`config.mk`:
```
export PLATFORM = sky130hd
export DESIGN_NAME = ptl_cell
export DESIGN_NICKNAME = d
export VERILOG_FILES = /design/src/sv/ptl_pkg.sv /design/src/sv/ptl_cell.sv
export SDC_FILE = /design/constraint.sdc
export NUM_CORES = 1
export LEC_CHECK = 0
export BUFFER_PORTS_ARGS = -buffer_cell sky130_fd_sc_hd__buf_2
export CAP_MARGIN = 0
export CORE_MARGIN = 8
export CORE_UTILIZATION = 35
export CTS_CLUSTER_DIAMETER = 80
export DETAILED_ROUTE_END_ITERATION = 10
export GPL_ROUTABILITY_DRIVEN = 0
export PLACE_DENSITY = 0.64
export SLEW_MARGIN = 20
export SYNTH_ARGS = -nofsm -noshare
export SYNTH_HDL_FRONTEND = slang
export SYNTH_SLANG_ARGS = --single-unit
```
`constraint.sdc`:
```
create_clock -name clk -period 4.4 [get_ports clk]
set_input_delay 0.22 -clock clk [delete_from_list [all_inputs] [get_ports clk]]
set_output_delay 0.22 -clock clk [all_outputs]
set_load 0.005 [all_outputs]
```
`src/sv/ptl_pkg.sv`:
```
// ptl_pkg: shared types and codes for the peer table with lru eviction and ttl expiry
// no dependencies; imported by ptl_cell and peer_table_lru_ttl
`default_nettype none

package ptl_pkg;

	// opcodes of an input item
	localparam logic [1:0] OP_ANNOUNCE = 2'd0;
	localparam logic [1:0] OP_SWEEP    = 2'd1;
	localparam logic [1:0] OP_READ     = 2'd2;

	// result status codes
	localparam logic [2:0] ST_REFRESHED  = 3'd0;
	localparam logic [2:0] ST_INSERTED   = 3'd1;
	localparam logic [2:0] ST_EVICTED    = 3'd2;
	localparam logic [2:0] ST_DROPPED    = 3'd3;
	localparam logic [2:0] ST_SWEPT      = 3'd4;
	localparam logic [2:0] ST_READ_OK    = 3'd5;
	localparam logic [2:0] ST_READ_EMPTY = 3'd6;

	// configuration register indexes and reset values
	localparam logic REG_OWN_ID = 1'b0;
	localparam logic REG_TTL_MS = 1'b1;
	localparam logic [31:0] OWN_ID_RESET = 32'd0;
	localparam logic [31:0] TTL_MS_RESET = 32'd30000;

	typedef struct packed {
		logic [1:0]  opcode;
		logic [31:0] peer_id;
		logic [31:0] peer_ip;
		logic [31:0] name_ref;
		logic [31:0] now_ms;
		logic [3:0]  read_index;
	} in_item_t;

	typedef struct packed {
		logic [2:0]  status;
		logic [4:0]  peer_count;
		logic [4:0]  removed_count;
		logic [31:0] entry_id;
		logic [31:0] entry_ip;
		logic [31:0] entry_name_ref;
		logic [31:0] entry_last_seen;
	} out_item_t;

	// one table entry as held by a cell
	typedef struct packed {
		logic [31:0] id;
		logic [31:0] ip;
		logic [31:0] name_ref;
		logic [31:0] last_seen;
	} entry_t;

	// per-cell control from the sequencer
	typedef struct packed {
		logic valid;     // cell position is below the entry count
		logic wr;        // load the announced entry
		logic shift;     // take the entry of the upper neighbor
		logic exp_load;  // capture the expired flag for a sweep
	} cell_ctl_t;

endpackage

`default_nettype wire

```
`src/sv/ptl_cell.sv`:
```
// ptl_cell: one table position; holds an entry and its expired flag
// depends on ptl_pkg; a row of these is built by peer_table_lru_ttl
`default_nettype none

module ptl_cell (
	input  wire              clk,
	input  ptl_pkg::cell_ctl_t ctl,
	input  ptl_pkg::entry_t  new_entry,
	input  wire [31:0]       ttl,
	input  ptl_pkg::entry_t  nxt_entry,
	input  wire              nxt_exp,
	output ptl_pkg::entry_t  entry,
	output logic             exp,
	output logic             hit
);
	import ptl_pkg::*;

	entry_t      entry_q;
	logic        exp_q;
	logic [31:0] age;
	logic        aged;

	// id match and wrap-safe age against the ttl
	assign hit  = ctl.valid && (entry_q.id == new_entry.id);
	assign age  = new_entry.last_seen - entry_q.last_seen;
	assign aged = (age >= ttl);

	// entry storage: load on announce, take neighbor on compaction
	always_ff @(posedge clk) begin
		if (ctl.wr) begin
			entry_q <= new_entry;
		end else if (ctl.shift) begin
			entry_q <= nxt_entry;
		end
	end

	// expired flag travels with its entry while compacting
	always_ff @(posedge clk) begin
		if (ctl.exp_load) begin
			exp_q <= ctl.valid && aged;
		end else if (ctl.shift) begin
			exp_q <= nxt_exp;
		end
	end

	assign entry = entry_q;
	assign exp   = exp_q;

endmodule

`default_nettype wire

```
* Word level (Yosys, flattened, before mapping)
Index checks and enable logic that the tools add are counted.
** Operators by class
- $add $sub $neg :: 1
- $mul :: 0
- Div/mod/pow operators :: 0
- $lt $le $gt $ge :: 1
- Equal/unequal tests :: 1
- Shift operators :: 0
- Muxes and demuxes :: 4
- Bitwise logic cells :: 0
- Reduce and logical (&&, ||, !) cells :: 4
** Operators with widths (count)
- $mux W128 :: 2
- $eq A32 B32 Y1 :: 1
- $ge A32 B32 Y1 :: 1
- $sub A32 B32 Y32 :: 1
- $reduce_bool A2 Y1 :: 2
- $logic_and A1 B1 Y1 :: 2
- $mux W1 :: 2
** Word-level totals
- Bits in registers :: 129
- Bits in latches :: 0
- Memory bits (writable) :: 0
- Memory bits (read-only) :: 0
- Bits of input ports :: 294
- Output and inout bits :: 130
- Word-level logic and storage cells :: 16
- Memories kept :: 0

* Depth between registers and ports, before layout
- Depth in word-level cells :: 4
- Depth in mapped cells :: 19
- Mapped depth without buffers :: 19

* Worst setup path after synthesis
No wires, ideal clock.
- Path type :: reg2reg
- Start point :: reg entry_q, in the netlist entry[0]
- End point :: reg exp_q, in the netlist exp, data pin
- Library setup time :: 0.272 ns
- Arrival :: 3.508 ns
- Required time :: 4.128 ns
- Path slack :: 0.620 ns
- Cell stages (with the launch flop) :: 18
- Path buffers :: 0
- Period minus slack after synthesis :: 3.780 ns
- Path through :: edfxtp_1 ha_1 inv_1 fa_1 a21o_1 a221oi_2 o21ai_2 a41oi_2 a31oi_1 o21ai_2 mux2i_1 nor4_1 ha_1 a21o_1 a21oi_1 nor2_1 a2111oi_0 a211oi_1
** Between the ends
- Longest elaborated chain between the ends :: 4
** RTL lines
- start, declared :: RTL line ptl_cell.sv:18 : entry_t entry_q;
- start signal, assigned :: RTL line ptl_cell.sv:31 : entry_q <= new_entry;
- start signal, assigned :: RTL line ptl_cell.sv:33 : entry_q <= nxt_entry;
- $sub A32 B32 Y32 :: RTL line ptl_cell.sv:25 : assign age = new_entry.last_seen - entry_q.last_seen;
- $ge A32 B32 Y1 :: RTL line ptl_cell.sv:26 : assign aged = (age >= ttl);
- $logic_and A1 B1 Y1 :: RTL line ptl_cell.sv:40 : exp_q <= ctl.valid && aged;
- $mux W1 :: RTL line ptl_cell.sv:39 : if (ctl.exp_load) begin
- end signal, assigned :: RTL line ptl_cell.sv:40
- end signal, assigned :: RTL line ptl_cell.sv:42 : exp_q <= nxt_exp;
- end, declared :: RTL line ptl_cell.sv:19 : logic exp_q;
Every way passes these cells.
A chain may end at the register's enable or synchronous reset.

* Worst setup path in the final report
Same ends and word-level chain as after synthesis.

==> impl_metrics.tcl <==
set metrics [dict create \
    cts_tree "yes" \
    cp.arrival_ns 4.32 \
    fillers 2234 \
    hold_ws_ns 0.08889 \
    criticalPathCategory "flop to flop" \
    track_usage 0.1967 \
    place_area_mm2 0.01075 \
    nets 1471 \
    synth_fp_nets 1046 \
    fin_crit_ns 4.159 \
    synth_largest_area_cell "edfxtp_1" \
    hold_violations 0 \
    viasPerCell 4.775 \
    grt_pass1_wl_um 42880 \
    htreeDepth 4 \
    yosys.cell_types.count 44 \
    cts.sinks 129 \
    clk_latency_ns 0.42 \
    synth_edf_count 129 \
    setup_viol_count_final 0 \
    initial_core_util 0.3539 \
    die_height_um 169.6 \
    clock_skew_ns 0.01773 \
    hp-class "primary input to flop" \
    synth_top_area_frac 0.4691 \
    grt_max_degree 129 \
    worstHoldPathCells 2 \
    setup-tns-final_ns 0 \
    vias 6933 \
    maxSlewViolCount 0 \
    start_kind "flop" \
    final_design_area_no_fill_mm2 0.01136 \
    port_buffers 423 \
    drt-pass1-iter-count 5 \
    synth_area_mm2 0.008258 \
    maxCapViolations 0 \
    synth_common_cells "129 x edfxtp_1, 128 x mux2_2, 69 x inv_1" \
    dieArea_mm2 0.02877 \
    ys_seq_area_frac 0.4691 \
    numCtsBuffers 17 \
    cts_setup_buffers 0 \
    synth_most_common_cell "edfxtp_1" \
    ys_warn_count 0 \
    grt_pass1_vias 7494 \
    max_freq_mhz 240.5 \
    ys_async_sr_fraction 0 \
    synth_cells 688 \
    synth_flop_cell "edfxtp_1" \
    drt_wl_total_um 29300 \
    ios 424 \
    worst-slew-pin-transition_ns 0.8150 \
    peakVddDrop_mv 0.2380 \
    syn_to_final_growth_pct 37.55 \
    clk_pin_slew_ns 0.07 \
    cts_max_path_buffers 2 \
    p_leak_nw 5.306 \
    fin_util 0.4868 \
    coreArea_mm2 0.02333 \
    ys_top_cells_by_area "edfxtp_1 47%, mux2_2 17%, ha_1 9.5%" \
    hpwl_um 24280 \
    dr.first_iter.drc_count 356 \
    period_share 0.9452 \
    num_rows 56 \
    grt.overflow.total 0 \
    post_cts_resized 0 \
    max_slew_margin 0.4567 \
    root_buffer "clkbuf_16" \
    wl_per_cell_um 20.18 \
    critPathRequiredTime_ns 4.56 \
    rr_worst_depth 17 \
    antenna_found_initial 9 \
    drive_above_1_share 0.5266 \
    ys_ff_latch 129 \
    worstPathMaxFanout 4 \
    avgSynthCellArea_um2 12.00 \
    ctsHoldBuffers 0 \
    cp-end-kind "flop" \
    die_w_um 169.6 \
    finalPower_mw 4.163 \
    drc 0 \
    drt.antenna.violating_nets 0 \
    powerDensity_mw_per_mm2 366.5 \
    status "finished clean" \
]
## cell families (layout without fill, tap and decap cells)
kind of cell	Yosys count	count (layout)	share of synthesized area
buf+inv	88	526	0.04000
other cells	0	7	0
compound gates	111	111	0.08758
xor+xnor	61	61	0.06470
flops	129	129	0.4691
fa+ha+maj	64	64	0.09788
simple gates	105	105	0.06379
mux	130	130	0.1770
## layer usage
metal / up-vias / global-route usage / share of wire
met5: - / 0 / 0.0012
met1: 3240 / 0.2061 / 0.36
li1: 3395 / - / -
met2: 254 / 0.3535 / 0.53
met4: 6 / 0.07811 / 0.024
met3: 38 / 0.07048 / 0.079
## where the power goes
group	leakage [nW]	switching, mW	internal, mW
Combinational	3.72	0.599	0.579
Clock	0.273	0.619	0.795
Sequential	1.31	0.0568	1.51
Total	5.31	1.28	2.89
## final timing paths
check	slack, ns	start	to
setup reg to reg	0.24	entry[0]$_DFFE_PP_	exp$_DFFE_PP_
hold / removal	0.09	new_entry[76]	entry[76]$_DFFE_PP_
setup / recovery	0.24	entry[0]$_DFFE_PP_	exp$_DFFE_PP_
hold reg to reg	1.28	entry[31]$_DFFE_PP_	exp$_DFFE_PP_
## area by class of cell
type	count	area [µm²]	area share
inverters	69	259.0	0.02280
diodes	7	17.52	0.001542
multi-input cells	471	4075	0.3588
clock buffers	17	425.4	0.03745
flip-flops and latches	129	3874	0.3410
repair buffers	425	2160	0.1901
well taps	319	399.1	0.03514
clock inverters	15	148.9	0.01311
## critical path: stages (launching register included)
cell	delay, ns
edfxtp_1	0.35
ha_1	0.15
inv_1	0.05
fa_1	0.40
a21o_1	0.21
a221oi_4	0.29
o21ai_2	0.14
a41oi_2	0.30
a31oi_1	0.17
o21ai_2	0.21
mux2i_1	0.11
nor4_2	0.27
ha_1	0.28
a21o_1	0.17
a21oi_1	0.14
nor2_1	0.07
a2111oi_1	0.45
a211oi_1	0.14
## through the flow
step                      instances  setup slack, ns
after CTS                      1445           0.1805
after floorplan                 688           0.6196
after detailed placement       1413           0.1602
after global placement         1413           0.2877
final                          1452           0.2411
after global routing           1449         -0.06285
## cell usage in the layout (no fill, tap or decap), drive strengths merged, types with 2 or more instances in the layout
master      n
nor3        9
o21a        6
buf       425
edfxtp    129
o22ai       3
inv        76
clkinvlp    3
mux2      128
a211o       3
o21bai      4
a21oi      38
nor2       26
a21boi      2
a2111oi     2
nand4      17
o31ai       3
xor2       15
o211ai      2
nor2b       3
nand3       9
nand2b      4
a211oi      4
nand2      21
mux2i       2
clkbuf     17
diode       7
ha         63
a21o       21
o21ai      17
clkinv      4
nor4        5
or2         2
xnor2      46
and3        3
a31oi       2
## registers in the layout (all words and copies together) (netlist names)
register,cells
entry,128
exp,1
Power figures use the tool's default switching activity.
